### config.mk
export PLATFORM = sky130hd
export DESIGN_NAME = substring_occurrence_counter
export DESIGN_NICKNAME = d
export VERILOG_FILES = /design/src/design/socc_pkg.sv /design/src/design/socc_match.sv /design/src/design/substring_occurrence_counter.sv
export SDC_FILE = /design/constraint.sdc
export NUM_CORES = 1
export LEC_CHECK = 0
export ABC_AREA = 1
export BUFFER_PORTS_ARGS = -buffer_cell sky130_fd_sc_hd__buf_4
export CORE_UTILIZATION = 45
export CTS_CLUSTER_DIAMETER = 50
export DETAILED_ROUTE_END_ITERATION = 8
export PLACE_DENSITY = 0.67
export SETUP_SLACK_MARGIN = 0.1
export SYNTH_ARGS = -nofsm -noshare
export SYNTH_HDL_FRONTEND = slang
export SYNTH_SLANG_ARGS = --single-unit
### constraint.sdc
create_clock -name clk -period 2.9 [get_ports clk]
set_input_delay 0.145 -clock clk [delete_from_list [all_inputs] [get_ports clk]]
set_output_delay 0.145 -clock clk [all_outputs]
set_load 0.05 [all_outputs]
### src/design/socc_pkg.sv
// Shared constants, types and helper functions for the substring occurrence counter.
`timescale 1ns / 1ps
`default_nettype none

package socc_pkg;

  // Pattern storage and field widths.
  localparam int MAX_PATTERN_BYTES = 16;
  localparam int LEN_W             = 5;
  localparam int BYTE_W            = 8;
  localparam int CNT_W             = 16;
  localparam int CFG_DATA_W        = 64;
  localparam int CFG_ADDR_W        = 5;
  localparam int OUT_TDATA_W       = 40;

  localparam logic [CNT_W-1:0] CNT_MAX = '1;

  // Register index, taken from paddr[4:3] since registers sit on 8-byte strides.
  typedef enum logic [1:0] {
    REG_PATTERN_FIRST = 2'd0,
    REG_PATTERN_LAST  = 2'd1,
    REG_PATTERN_LEN   = 2'd2
  } reg_idx_t;

  typedef logic [BYTE_W-1:0] pat_bytes_t [MAX_PATTERN_BYTES];

  // Outcome of matching one text byte.
  typedef struct packed {
    logic                         hit;
    logic [MAX_PATTERN_BYTES-1:0] partial;
  } match_res_t;

  // Fold ASCII A-Z to lower case; all other bytes pass unchanged.
  function automatic logic [BYTE_W-1:0] fold_case(input logic [BYTE_W-1:0] b);
    logic [BYTE_W-1:0] r;
    r = b;
    if (b >= 8'h41 && b <= 8'h5a) begin
      r = b + 8'h20;
    end
    return r;
  endfunction

endpackage

`default_nettype wire

### src/design/socc_match.sv
// Bit-parallel shift-and update of the partial-match vector for one text byte.
`timescale 1ns / 1ps
`default_nettype none

module socc_match (
  input  wire logic [socc_pkg::BYTE_W-1:0]            text_byte,
  input  wire socc_pkg::pat_bytes_t                   pattern,
  input  wire logic [socc_pkg::LEN_W-1:0]             pattern_len,
  input  wire logic [socc_pkg::MAX_PATTERN_BYTES-1:0] partial,
  output socc_pkg::match_res_t                        res
);
  import socc_pkg::*;

  logic [BYTE_W-1:0]            ch;
  logic [LEN_W-1:0]             len_c;
  logic [MAX_PATTERN_BYTES-1:0] eq;
  logic [MAX_PATTERN_BYTES-1:0] last_lane;
  logic [MAX_PATTERN_BYTES-1:0] shifted;

  always_comb begin
    ch = fold_case(text_byte);
    // Lengths beyond the pattern store count as a full pattern.
    len_c = (pattern_len > LEN_W'(MAX_PATTERN_BYTES)) ? LEN_W'(MAX_PATTERN_BYTES)
                                                       : pattern_len;
    for (int i = 0; i < MAX_PATTERN_BYTES; i++) begin
      eq[i]        = (LEN_W'(i) < len_c) && (fold_case(pattern[i]) == ch);
      last_lane[i] = (len_c == LEN_W'(i + 1));
    end
    shifted = {partial[MAX_PATTERN_BYTES-2:0], 1'b1} & eq;
    res.hit = |(shifted & last_lane);
    // A complete match restarts the search right after it.
    res.partial = res.hit ? '0 : shifted;
  end

endmodule

`default_nettype wire

### src/design/substring_occurrence_counter.sv
// Top level of the case-insensitive, non-overlapping substring occurrence counter.
// An item is registered on acceptance and matched from that register; a document's result
// is written to the output register when its last item leaves the input register.
// Throughput: one item per cycle, set by the shift-and update loop on
// the partial-match vector; the only stall is a held result blocking another last item.
// Reset (synchronous, active low) clears the pattern registers, the partial matches,
// the running count, the document index and all valid flags.
`timescale 1ns / 1ps
`default_nettype none

module substring_occurrence_counter (
  input  wire logic                              clk,
  input  wire logic                              rst_n,
  // Input stream. tdata: [7:0] text_byte. tlast: document_end.
  input  wire logic                              in_tvalid,
  output logic                                   in_tready,
  input  wire logic [socc_pkg::BYTE_W-1:0]       in_tdata,
  input  wire logic                              in_tlast,
  // Result stream. tdata: [15:0] document_index, [31:16] match_count, [32] found,
  // [39:33] zero.
  output logic                                   out_tvalid,
  input  wire logic                              out_tready,
  output logic [socc_pkg::OUT_TDATA_W-1:0]       out_tdata,
  // Configuration port.
  input  wire logic                              cfg_psel,
  input  wire logic                              cfg_penable,
  input  wire logic                              cfg_pwrite,
  input  wire logic [socc_pkg::CFG_ADDR_W-1:0]   cfg_paddr,
  input  wire logic [socc_pkg::CFG_DATA_W-1:0]   cfg_pwdata,
  output logic [socc_pkg::CFG_DATA_W-1:0]        cfg_prdata,
  output logic                                   cfg_pready
);
  import socc_pkg::*;

  // Configuration registers.
  logic [CFG_DATA_W-1:0] pat_first_r;
  logic [CFG_DATA_W-1:0] pat_last_r;
  logic [LEN_W-1:0]      pat_len_r;
  logic                  cfg_wr;
  reg_idx_t              cfg_idx;

  // Input register stage.
  logic              s1_valid_r;
  logic [BYTE_W-1:0] s1_byte_r;
  logic              s1_last_r;
  logic              s1_adv;
  logic              in_acc;

  // Matching state.
  logic [MAX_PATTERN_BYTES-1:0] partial_r;
  logic [MAX_PATTERN_BYTES-1:0] partial_nxt;
  logic [CNT_W-1:0]             count_r;
  logic [CNT_W-1:0]             count_nxt;
  logic [CNT_W-1:0]             count_hit;
  logic [CNT_W-1:0]             doc_idx_r;
  logic [CNT_W-1:0]             doc_idx_nxt;

  // Result register.
  logic                   out_valid_r;
  logic                   out_valid_nxt;
  logic [OUT_TDATA_W-1:0] out_data_r;

  pat_bytes_t pattern;
  match_res_t mres;

  // ---------------------------------------------------------------------------
  // Configuration port: pready is tied high, so every access cycle completes.
  // ---------------------------------------------------------------------------
  assign cfg_pready = 1'b1;
  assign cfg_idx    = reg_idx_t'(cfg_paddr[4:3]);
  assign cfg_wr     = cfg_psel && cfg_penable && cfg_pwrite;

  always_ff @(posedge clk) begin
    if (!rst_n) begin
      pat_first_r <= '0;
      pat_last_r  <= '0;
      pat_len_r   <= '0;
    end else if (cfg_wr) begin
      unique case (cfg_idx)
        REG_PATTERN_FIRST: pat_first_r <= cfg_pwdata;
        REG_PATTERN_LAST:  pat_last_r  <= cfg_pwdata;
        REG_PATTERN_LEN:   pat_len_r   <= cfg_pwdata[LEN_W-1:0];
        default: ;  // Unused address: the write is dropped.
      endcase
    end
  end

  always_comb begin
    unique case (cfg_idx)
      REG_PATTERN_FIRST: cfg_prdata = pat_first_r;
      REG_PATTERN_LAST:  cfg_prdata = pat_last_r;
      REG_PATTERN_LEN:   cfg_prdata = {{(CFG_DATA_W-LEN_W){1'b0}}, pat_len_r};
      default:           cfg_prdata = '0;
    endcase
  end

  // Split the two pattern words into a byte array; the low word holds bytes 0..7.
  always_comb begin
    for (int i = 0; i < MAX_PATTERN_BYTES; i++) begin
      if (i < 8) begin
        pattern[i] = pat_first_r[(i % 8) * BYTE_W +: BYTE_W];
      end else begin
        pattern[i] = pat_last_r[(i % 8) * BYTE_W +: BYTE_W];
      end
    end
  end

  // ---------------------------------------------------------------------------
  // Flow control. An item without the document mark never needs the result
  // register, so it always moves on. A marked item moves on when the result
  // register is free or is being emptied this cycle.
  // ---------------------------------------------------------------------------
  assign s1_adv    = s1_valid_r && (!s1_last_r || !out_valid_r || out_tready);
  assign in_tready = !s1_valid_r || s1_adv;
  assign in_acc    = in_tvalid && in_tready;

  always_ff @(posedge clk) begin
    if (!rst_n) begin
      s1_valid_r <= 1'b0;
    end else if (in_tready) begin
      s1_valid_r <= in_tvalid;
    end
  end

  always_ff @(posedge clk) begin
    if (in_acc) begin
      s1_byte_r <= in_tdata;
      s1_last_r <= in_tlast;
    end
  end

  // ---------------------------------------------------------------------------
  // Match update for the registered item.
  // ---------------------------------------------------------------------------
  socc_match u_match (
    .text_byte   (s1_byte_r),
    .pattern     (pattern),
    .pattern_len (pat_len_r),
    .partial     (partial_r),
    .res         (mres)
  );

  always_comb begin
    // The count saturates rather than wrapping.
    count_hit = (mres.hit && count_r != CNT_MAX) ? count_r + 1'b1 : count_r;

    partial_nxt   = partial_r;
    count_nxt     = count_r;
    doc_idx_nxt   = doc_idx_r;
    out_valid_nxt = out_valid_r && !out_tready;

    if (s1_adv) begin
      if (s1_last_r) begin
        // End of document: the result goes out and the per-document state restarts.
        partial_nxt   = '0;
        count_nxt     = '0;
        doc_idx_nxt   = doc_idx_r + 1'b1;
        out_valid_nxt = 1'b1;
      end else begin
        partial_nxt = mres.partial;
        count_nxt   = count_hit;
      end
    end
  end

  always_ff @(posedge clk) begin
    if (!rst_n) begin
      partial_r   <= '0;
      count_r     <= '0;
      doc_idx_r   <= '0;
      out_valid_r <= 1'b0;
    end else begin
      partial_r   <= partial_nxt;
      count_r     <= count_nxt;
      doc_idx_r   <= doc_idx_nxt;
      out_valid_r <= out_valid_nxt;
    end
  end

  always_ff @(posedge clk) begin
    if (s1_adv && s1_last_r) begin
      out_data_r <= {{(OUT_TDATA_W-2*CNT_W-1){1'b0}}, (count_hit != '0), count_hit,
                     doc_idx_r};
    end
  end

  assign out_tvalid = out_valid_r;
  assign out_tdata  = out_data_r;

endmodule

`default_nettype wire

==> metrics.txt, run 1 <==
I/O pins=192; share of cells above drive strength 1=~22%; WP data required=3.21 ns; HP Class=input pin to flop; crit path max fanout=7; crit path launch type=flop; post-synthesis average cell area=~6.6 µm²; Post-DRT Antenna Nets=0; Initial Util=46.3%; clock sink count=224; Buffers on Ports=180; worst-case clock skew=0.0109 ns; Setup WS pre-CTS=-0.162 ns; Die Span X=175 µm; max-cap viol count=0; period utilization=105%; Die Y-Extent=175 µm; sequential area share after synthesis=between 30% and 40%; via count=15200; Post-Route WL=a little under 50 mm; status=finished, violations left; CTS tree=built; DP Wirelength=32.9 mm; RSZ-0062 raised after global routing=true; PnR worst setup slack=-0.145 ns; grt ovf=0; Synth cell types=47; largest net degree at the start of global routing=between 100 and 150; vias in the first global route=14100; multi-input logic area=about 0.0077 mm²; YS warnings=0; reg2reg path depth=21; PwrDens=451 mW/mm²; Syn-to-layout area delta=37.2%; number of fill cells=around 2700; Yosys top cell area share=27.1%; ys async rst share=0%; hold endpoint=doc_idx_r[10]$_SDFFE_PN0P_; CTS Buffer Depth=3; 1st-iter DRT viols=1327; Worst Hold Launch=rst_n; post-synthesis cell area=roughly 0.013 mm²; Clock Tree Root=clkbuf_16; Ant. Diodes=0; hold path depth=3; Crit Reg-Reg Endpoint=out_tdata[32]$_DFFE_PP_; via density per instance=5.42; DRT Pass-1 Iters=5; CP Capture Type=flop; worst-margin pin slew=1.18 ns; kind of critical path=flop to flop; clk_lat worst skew=0.56 ns; violated checks=setup timing; setup_tns=-0.586 ns; nets@finish=2494; Residual DRC=0; Fin. Hold Viols=0; min cycle time layout=3.05 ns; RePlAce Congestion=~0.93; final setup vio count=13; crit path DAT=3.36 ns; fin. max-slew vios=0; cell count after synthesis=2046; Core Region=about 0.029 mm²; Synth Flop Type=dfxtp_1; htree depth=1; Peak VDD IR=0.414 mV; total track usage=30.2%; Register Area=0.00490 mm²; Max Fclk=0.328 GHz; DR WL/cell=17.2 µm; total CTS buffers=31; FP Rows=a little over 60; full die area=0.0306 mm²; Reg2Reg Launch Point=s1_byte_r[2]$_DFFE_PP_; post-route cell area=0.0184 mm²; flop-to-flop setup slack=-0.15 ns; Synth area leader=dfxtp_1; initial antenna violation count=0; Clock transition at path regs=0.06 ns; Placement Cell Area=0.0158 mm²; Slew headroom=21.0%; EDFF count, synth=42; global-route wire length before repair=73.9 mm; Leak Pwr=8.11 nW; Synth area leaders=dfxtp_1 (27%), nand2_1 (14%), edfxtp_1 (9.4%); synthesis-stage register bit count=224
[critical path, stage by stage (launching register included)]
cell and delay (ns):
edfxtp_1 0.46, inv_2 0.09, nand2_1 0.09, nand2_4 0.11
nand3_4 0.12, nand2_1 0.12, nand2_4 0.09, buf_12 0.16
buf_8 0.13, nand2_1 0.06, nand2_1 0.05, nand3b_1 0.18
nor3_2 0.20, nor2_4 0.09, nand3_4 0.18, nand2_4 0.12
nand2_1 0.11, nand2_1 0.08, nor2_1 0.11, nand2_1 0.08
nor2_1 0.09, nand2_1 0.05
[Yosys cell counts (2+ instances only)]
master    number
nor3b_1        3
buf_1          2
buf_6         10
and3_1         5
clkinv_1       3
inv_1        226
buf_2         10
nand3_1      126
dfxtp_1      182
edfxtp_1      42
ha_1          19
o21a_1         5
o211ai_1       3
nand3b_1       3
conb_1         2
o22ai_1       60
xor2_1        19
nand2_4        2
nor2_1       232
nand4_1       44
o21ai_0      196
nor2_2        10
nand3_2        5
xnor2_1       14
a21oi_1      178
nor3_1        38
a21boi_0       3
nor4_1         2
and2_1         2
buf_4         13
nand2_2        8
clkbuf_1      60
nor2_4         3
o221ai_1       5
inv_2          7
nand2_1      493
[final cells by class]
class                           instances  area share [%]
Multi-Input combinational cell       1497            41.5
Sequential cell                       224            26.6
Timing Repair Buffer                  399            18.7
Inverter                              237            4.92
Clock buffer                           38            4.46
Tap cell                              384            2.60
Clock inverter                         19            1.25
[metal layers]
metal,global-route usage [%],vias up,wire (µm),share of wire [%]
met4,10.7,0,1480,3.1
met3,4.07,109,3600,7.5
li1,-,7434,-,-
met1,41.1,7000,21000,44
met2,48.9,621,22000,46
met5,0,-,0,0
[flip-flops by register name, indices dropped and copies added (netlist names), 5 cells and up]
signal,count
count_r,16
doc_idx_r,16
out_tdata,33
partial_r,15
pat_first_r,64
pat_last_r,64
pat_len_r,5
s1_byte_r,8
[cell families after synthesis]
kind of cell    after synthesis  share of synthesized area, %
xor+xnor                     33                          2.15
other cells                   2                        0.0559
compound gates              455                          17.9
buf+inv                     333                          10.5
fa+ha+maj                    19                          1.77
flops                       224                          36.5
simple gates                980                          31.1
[layout by cell type, fill, tap and decap left out, types with 40 or more instances in the layout]
cell,instances
buf_4,289
nand2_1,447
dlygate4sd3_1,76
nand3_1,112
inv_1,219
nor2_1,210
o21ai_0,192
dfxtp_1,182
edfxtp_1,42
nand4_1,44
a21oi_1,162
o22ai_1,60
nand2_2,40
[where the power goes]
part	internal, mW	switching (mW)	total [mW]
Sequential	3.23	0.0516	3.28
Combinational	0.447	0.691	1.14
Clock	2.33	1.58	3.91
[metrics by stage]
| step | utilization, % | power, mW | cells | hold WS (ns) |
|---|---|---|---|---|
| 3_3_place_gp | 54.6 | 4.30 | 2643 | 0.323 |
| 3_5_place_dp | 54.6 | 4.31 | 2643 | 0.324 |
| 2_1_floorplan | - | 3.92 | 2052 | 0.244 |
| 5_1_grt | 63.6 | 8.59 | 2798 | 0.138 |
| 6_report | 63.6 | 8.33 | 2798 | 0.129 |
| 4_1_cts | 61.6 | 8.30 | 2788 | 0.0922 |
[how the worst max path moves through the flow]
stage                            from                         end  slack (ns)
2_1_floorplan   out_tvalid$_SDFF_PN0_  doc_idx_r[15]$_SDFFE_PN0P_        0.13
3_3_place_gp   s1_byte_r[5]$_DFFE_PP_     out_tdata[32]$_DFFE_PP_       -0.12
3_5_place_dp   s1_byte_r[5]$_DFFE_PP_     out_tdata[32]$_DFFE_PP_       -0.16
4_1_cts        s1_byte_r[4]$_DFFE_PP_     out_tdata[32]$_DFFE_PP_       0.004
5_1_grt        s1_byte_r[3]$_DFFE_PP_     out_tdata[32]$_DFFE_PP_       -0.33
6_report       s1_byte_r[2]$_DFFE_PP_     out_tdata[32]$_DFFE_PP_       -0.15
[timing repair]
action | 4_1_cts | 5_1_grt
buffers inserted | 10 | 10
hold buffers | 76 | 0
cloned | 2 | 2
setup endpoints to repair | 38 | 49
gates resized for setup | 28 | 139
hold endpoints to repair | 144 | 0
pin swaps | 16 | 56
Note: power is estimated with default switching activity, not from simulation.
==> inputs of run 2 (changes only) <==
--- a/config.mk
+++ b/config.mk
@@ -7,6 +7,8 @@
 export LEC_CHECK = 0
 export ABC_AREA = 1
 export BUFFER_PORTS_ARGS = -buffer_cell sky130_fd_sc_hd__buf_4
+export CAP_MARGIN = 20
+export CORE_MARGIN = 2
 export CORE_UTILIZATION = 45
 export CTS_CLUSTER_DIAMETER = 50
 export DETAILED_ROUTE_END_ITERATION = 8
==> metrics.txt, run 2 (synthesized netlist as in run 1, its figures left out) <==
Worst Hold Launch=rst_n (unchanged); DP Wirelength=33.3 mm (was 32.9 mm); status=finished, violations left (unchanged); crit path launch=s1_byte_r[5]$_DFFE_PP_ (was s1_byte_r[2]$_DFFE_PP_); Crit path depth=21 (unchanged); DRT Pass-1 Iters=7 (was 5); grt ovf=0 (unchanged); total CTS buffers=31 (unchanged); RePlAce Congestion=0.954 (was 0.931); crit path launch type=flop (unchanged); Setup WS pre-CTS=-0.135 ns (was -0.162 ns); Slowest-stage cell, CP=edfxtp_1 (unchanged); Ant. Diodes=0 (unchanged); global-route wire length before repair=72.9 mm (was 73.9 mm); violated checks=setup timing (unchanged); min cycle time layout=2.96 ns (was 3.05 ns); Buffers on Ports=180 (unchanged); Residual DRC=0 (unchanged); crit path DAT=3.28 ns (was 3.36 ns); worst-margin pin slew=0.768 ns (was 1.18 ns); CP Capture Type=flop (unchanged); Buf/Inv on CP=4 (was 3); I/O pins=192 (unchanged); largest net degree at the start of global routing=74 (was 121); via count=15200 (about the same); dpl cells=2672 (was 2643); Top cell by count, worst path=nand2_1 (unchanged); total track usage=29.1% (was 30.2%); initial antenna violation count=0 (unchanged); Syn-to-layout area delta=38.1% (was 37.2%); Max Fclk=0.337 GHz (was 0.328 GHz); flop-to-flop setup slack=-0.06 ns (was -0.15 ns); Post-Route WL=47.3 mm (was 48.0 mm); htree depth=1 (unchanged); Crit Reg-Reg Endpoint=out_tdata[32]$_DFFE_PP_ (unchanged); worst-case clock skew=0.0106 ns (was 0.0109 ns); Slew headroom=48.8% (was 21.0%); full die area=0.0313 mm² (was 0.0306 mm²); Die Span X=177 µm (was 175 µm); HP Class=input pin to flop (unchanged); CP endpoint=out_tdata[32]$_DFFE_PP_ (unchanged); most frequent cells in the layout=nand2_1 (453), buf_4 (307), inv_1 (221) (was nand2_1 (447), buf_4 (289), inv_1 (219)); Clock transition at path regs=0.06 ns (about the same); commonest non-fill, non-tap cell in the layout=nand2_1 (unchanged); Die Y-Extent=177 µm (was 175 µm); CP delay by family, top=simple AND/OR/NAND/NOR gates (unchanged); crit path max fanout=8 (was 7); via density per instance=5.37 (was 5.42); period utilization=102% (was 105%); kind of critical path=flop to flop (unchanged); setup_tns=-0.0637 ns (was -0.586 ns); Reg2Reg Launch Point=s1_byte_r[5]$_DFFE_PP_ (was s1_byte_r[2]$_DFFE_PP_); PwrDens=447 mW/mm² (was 451 mW/mm²); share of cells above drive strength 1=21.6% (was 21.8%); RSZ-0062 raised after global routing=true (unchanged); Peak VDD IR=0.441 mV (was 0.414 mV); CTS Buffer Depth=3 (unchanged); fin. max-slew vios=0 (unchanged); reg2reg path depth=21 (unchanged); final core occ=62.8% (was 63.6%); Clock Tree Root=clkbuf_16 (unchanged); DR WL/cell=16.8 µm (was 17.2 µm); nets@finish=2514 (was 2494); crit-path cells=buf_4, nor2_4, nand3_4, nand2_1, nand2_4, buf_12, buf_6, nand2_1, nand2_1, nand3b_1, nor3_2, nor2_4, nand3_4, buf_12, nand2_8, nand2_1, nand2_2, nor2_1, nand2_1, nor2_1, nand2_1 (was inv_2, nand2_1, nand2_4, nand3_4, nand2_1, nand2_4, buf_12, buf_8, nand2_1, nand2_1, nand3b_1, nor3_2, nor2_4, nand3_4, nand2_4, nand2_1, nand2_1, nor2_1, nand2_1, nor2_1, nand2_1); WP data required=3.21 ns (about the same); clock sink count=224 (unchanged); slowest stage delay, CP=0.40 ns (was 0.46 ns); max-cap viol count=0 (unchanged); fin cells=2824 (was 2798); clk_lat worst skew=0.56 ns (about the same); Post-DRT Antenna Nets=0 (unchanged); Leak Pwr=8.18 nW (was 8.11 nW); CTS tree=built (unchanged); Min Hold Slack=0.162 ns (was 0.129 ns); Initial Util=45.5% (was 46.3%); final setup vio count=1 (was 13); Core Region=0.0296 mm² (was 0.0290 mm²); 1st-iter DRT viols=1183 (was 1327); vias in the first global route=14000 (was 14100); Fin. Hold Viols=0 (unchanged); FP Rows=63 (was 62); PnR worst setup slack=-0.0637 ns (was -0.145 ns)
## run 2: changes by cell type in the layout (fill, tap and decap cells not counted), sizes merged
cell,before,now
clkbuf,39,45
buf,322,342
inv,239,233
nand3,133,132
clkinv,12,13
## run 2: layer usage
metal	GRT usage (%)	part of all wire, %	up-vias
met3	4.66	7.9	109
li1	-	-	7482
met5	0	0	-
met1	39.0	43	6953
met4	9.47	3.0	0
met2	47.9	46	624
## run 2: cell type report
class	instances	area, µm²
repair buffers	420	3630
clock buffers	43	871
multi-input cells	1496	7580
fillers	2697	11000
clock inverters	14	180
inverters	237	906
well taps	390	488
flip-flops and latches	224	4900
## run 2: worst min-delay path, delay by kind of cell
| family | cells | cell delay [ns] |
|---|---|---|
| and+or+nand+nor | 2 | 0.19 |
| buffers and inverters | 1 | 0.31 |
## run 2: worst min path at each step
stage	to	slack, ns	cells past startpoint
2_1_floorplan	s1_byte_r[0]$_DFFE_PP_	0.24	0
3_3_place_gp	s1_byte_r[4]$_DFFE_PP_	0.33	1
3_5_place_dp	s1_byte_r[3]$_DFFE_PP_	0.32	1
4_1_cts	doc_idx_r[10]$_SDFFE_PN0P_	0.13	3
5_1_grt	doc_idx_r[10]$_SDFFE_PN0P_	0.20	3
6_report	doc_idx_r[10]$_SDFFE_PN0P_	0.16	3
## run 2: timing repair
| action | CTS | global route |
|---|---|---|
| setup endpoints to repair | 45 | 50 |
| pin swaps | 4 | 30 |
| resized for setup | 16 | 128 |
| cloned | 0 | 2 |
| hold buffers | 76 | 0 |
| hold endpoints to repair | 144 | 0 |
| setup buffers | 4 | 16 |
## run 2: stage by stage
step / instance area (µm²) / total power [mW]
3_3_place_gp: 16000 / 4.32
5_1_grt: 18600 / 8.54
3_5_place_dp: 16000 / 4.33
2_1_floorplan: 13500 / 3.92
4_1_cts: 17900 / 8.27
6_report: 18600 / 8.29
## run 2: power breakdown
group / internal, mW / switching [mW] / total [mW]
clock: 2.37 / 1.50 / 3.88
combinational: 0.451 / 0.683 / 1.13
sequential: 3.23 / 0.0506 / 3.28
total: 6.05 / 2.24 / 8.29
==> inputs of run 3 (changes only) <==
--- a/config.mk
+++ b/config.mk
@@ -9,11 +9,11 @@
 export BUFFER_PORTS_ARGS = -buffer_cell sky130_fd_sc_hd__buf_4
 export CAP_MARGIN = 20
 export CORE_MARGIN = 2
-export CORE_UTILIZATION = 45
+export CORE_UTILIZATION = 30
 export CTS_CLUSTER_DIAMETER = 50
 export DETAILED_ROUTE_END_ITERATION = 8
-export PLACE_DENSITY = 0.67
-export SETUP_SLACK_MARGIN = 0.1
+export PLACE_DENSITY = 0.48
+export SETUP_SLACK_MARGIN = 0.4
 export SYNTH_ARGS = -nofsm -noshare
 export SYNTH_HDL_FRONTEND = slang
 export SYNTH_SLANG_ARGS = --single-unit
==> metrics.txt, run 3 (synthesized netlist as in run 1, its figures left out) <==
Slew headroom=43.3% (was 48.8%); PwrDens=462 mW/mm² (was 447 mW/mm²); initial antenna violation count=0 (unchanged); I/O pins=192 (unchanged); Buf/Inv on CP=4 (unchanged); DR WL/cell=17.6 µm (was 16.8 µm); slowest stage delay, CP=0.46 ns (was 0.40 ns); kind of critical path=flop to flop (unchanged); Post-Route WL=53.7 mm (was 47.3 mm); share of cells above drive strength 1=24.9% (was 21.6%); PnR worst setup slack=-0.127 ns (was -0.0637 ns); number of fill cells=4602 (was 2697); DP Wirelength=37.6 mm (was 33.3 mm); Leak Pwr=8.43 nW (was 8.18 nW); flop-to-flop setup slack=-0.13 ns (was -0.06 ns); CTS Buffer Depth=3 (unchanged); Post-DRT Antenna Nets=0 (unchanged); CTS tree=built (unchanged); Worst Hold Launch=rst_n (unchanged); worst-margin pin slew=0.850 ns (was 0.768 ns); 1st-iter DRT viols=1076 (was 1183); reg2reg path depth=23 (was 21); Max Fclk=0.330 GHz (was 0.337 GHz); final core occ=44.2% (was 62.8%); CP delay by family, top=simple AND/OR/NAND/NOR gates (unchanged); Residual DRC=0 (unchanged); most frequent cells in the layout=nand2_1 (441), buf_4 (309), inv_1 (217) (was nand2_1 (453), buf_4 (307), inv_1 (221)); Clock Tree Root=clkbuf_16 (unchanged); crit path DAT=3.34 ns (was 3.28 ns); min cycle time layout=3.03 ns (was 2.96 ns); final setup vio count=1 (unchanged); crit path max fanout=8 (unchanged); Tot Pwr=9.03 mW (was 8.29 mW); worst-case clock skew=0.0164 ns (was 0.0106 ns); via count=15200 (about the same); status=finished, violations left (unchanged); hold path depth=3 (unchanged); Reg2Reg Launch Point=s1_byte_r[1]$_DFFE_PP_ (was s1_byte_r[5]$_DFFE_PP_); Die Y-Extent=216 µm (was 177 µm); fin. max-slew vios=0 (unchanged); setup_tns=-0.127 ns (was -0.0637 ns); violated checks=setup timing (unchanged); largest net degree at the start of global routing=86 (was 74); via density per instance=5.00 (was 5.37); global-route wire length before repair=80.4 mm (was 72.9 mm); hold endpoint=doc_idx_r[10]$_SDFFE_PN0P_ (unchanged); CP Capture Type=flop (unchanged); WP data required=3.21 ns (about the same); Clock transition at path regs=0.06 ns (about the same); crit-path cells=nand2_1, nand2_2, nand2_4, buf_6, nand4_1, nand2_4, buf_12, nand2_1, nand2_2, nand4_1, nand2_1, clkinv_1, nand2_2, nor2_4, nand3_4, buf_6, nand2_8, nand2_2, nand2_2, nor2_1, nand2_1, nor2_1, nand2_1 (was buf_4, nor2_4, nand3_4, nand2_1, nand2_4, buf_12, buf_6, nand2_1, nand2_1, nand3b_1, nor3_2, nor2_4, nand3_4, buf_12, nand2_8, nand2_1, nand2_2, nor2_1, nand2_1, nor2_1, nand2_1); period utilization=104% (was 102%); Syn-to-layout area delta=45.6% (was 38.1%); HP Class=input pin to flop (unchanged); Core Region=0.0442 mm² (was 0.0296 mm²); RSZ-0062 raised after global routing=true (unchanged); grt ovf=0 (unchanged); FP Rows=77 (was 63); htree depth=2 (was 1); total track usage=22.0% (was 29.1%); Fin. Hold Viols=0 (unchanged); max-cap viol count=0 (unchanged); total CTS buffers=36 (was 31); full die area=0.0465 mm² (was 0.0313 mm²); Crit Reg-Reg Endpoint=out_tdata[32]$_DFFE_PP_ (unchanged); Initial Util=30.4% (was 45.5%); Peak VDD IR=0.331 mV (was 0.441 mV); vias in the first global route=14500 (was 14000); Buffers on Ports=180 (unchanged); nets@finish=2532 (was 2514); DRT Pass-1 Iters=6 (was 7); Die Span X=216 µm (was 177 µm); clock sink count=224 (unchanged); crit path launch type=flop (unchanged); RePlAce Congestion=0.901 (was 0.954); commonest non-fill, non-tap cell in the layout=nand2_1 (unchanged); Slowest-stage cell, CP=edfxtp_1 (unchanged); clk_lat worst skew=0.55 ns (was 0.56 ns); Ant. Diodes=0 (unchanged)
[run 3: cell count changes in the layout (fill, tap and decap cells not counted), sizes merged]
cell / delta
dlygate4sd3: -1
bufinv: +2
nand3: +1
buf: +11
inv: +4
clkinv: -1
clkinvlp: +4
[run 3: routing by layer]
| metal | part of all wire [%] | track usage [%] |
|---|---|---|
| met5 | 0 | 0 |
| met4 | 2.8 | 7.40 |
| met3 | 6.3 | 4.20 |
| met2 | 45 | 35.4 |
| met1 | 45 | 29.7 |
[run 3: worst reg2reg max path, stage by stage (launching register included)]
cell and delay [ns]:
edfxtp_1 0.46, nand2_1 0.11, nand2_2 0.06, nand2_4 0.10, buf_6 0.09, nand4_1 0.15
nand2_4 0.17, buf_12 0.17, nand2_1 0.08, nand2_2 0.08, nand4_1 0.17, nand2_1 0.13
clkinv_1 0.08, nand2_2 0.09, nor2_4 0.05, nand3_4 0.16, buf_6 0.15, nand2_8 0.06
nand2_2 0.09, nand2_2 0.05, nor2_1 0.09, nand2_1 0.06, nor2_1 0.09, nand2_1 0.05
[run 3: report_power, final]
group	total (mW)	switching [mW]	internal [mW]
sequential	3.28	0.0514	3.23
combinational	1.22	0.740	0.484
clock	4.53	1.69	2.84
[run 3: worst max path at each step]
stage / startpoint / to / slack, ns / depth (start not counted)
after floorplan: out_tvalid$_SDFF_PN0_ / doc_idx_r[15]$_SDFFE_PN0P_ / 0.37 / 16
after CTS: s1_byte_r[5]$_DFFE_PP_ / out_tdata[32]$_DFFE_PP_ / 0.03 / 23
final: s1_byte_r[1]$_DFFE_PP_ / out_tdata[32]$_DFFE_PP_ / -0.13 / 23
after global placement: s1_byte_r[5]$_DFFE_PP_ / out_tdata[32]$_DFFE_PP_ / -0.15 / 20
after detailed placement: s1_byte_r[5]$_DFFE_PP_ / out_tdata[32]$_DFFE_PP_ / -0.20 / 20
after global routing: s1_byte_r[1]$_DFFE_PP_ / out_tdata[32]$_DFFE_PP_ / -0.29 / 22
[run 3: final cells by class]
cell class | count | area (µm²) | share of cell area (%)
Clock buffer | 41 | 951 | 4.86
Sequential cell | 224 | 4910 | 25.1
Clock inverter | 23 | 293 | 1.50
Inverter | 237 | 921 | 4.71
Timing Repair Buffer | 432 | 3850 | 19.7
Multi-Input combinational cell | 1497 | 7910 | 40.4
Tap cell | 592 | 741 | 3.79
[run 3: timing repair]
action | CTS | global route
buffers inserted | 13 | 19
hold buffers | 75 | 0
hold endpoints to repair | 144 | 0
endpoints found under the setup margin | 48 | 50
cloned | 4 | 4
pin swaps | 6 | 72
gates resized for setup | 34 | 202
[run 3: per-stage QoR]
stage	std cells	hold WS (ns)	worst slack, ns	cell area [µm²]
floorplan	2052	0.244	0.371	13500
global placement	2867	0.328	-0.151	16300
detailed placement	2867	0.327	-0.199	16300
CTS	3023	0.0761	0.0250	18600
global route	3046	0.133	-0.292	19600
finish	3046	0.120	-0.127	19600
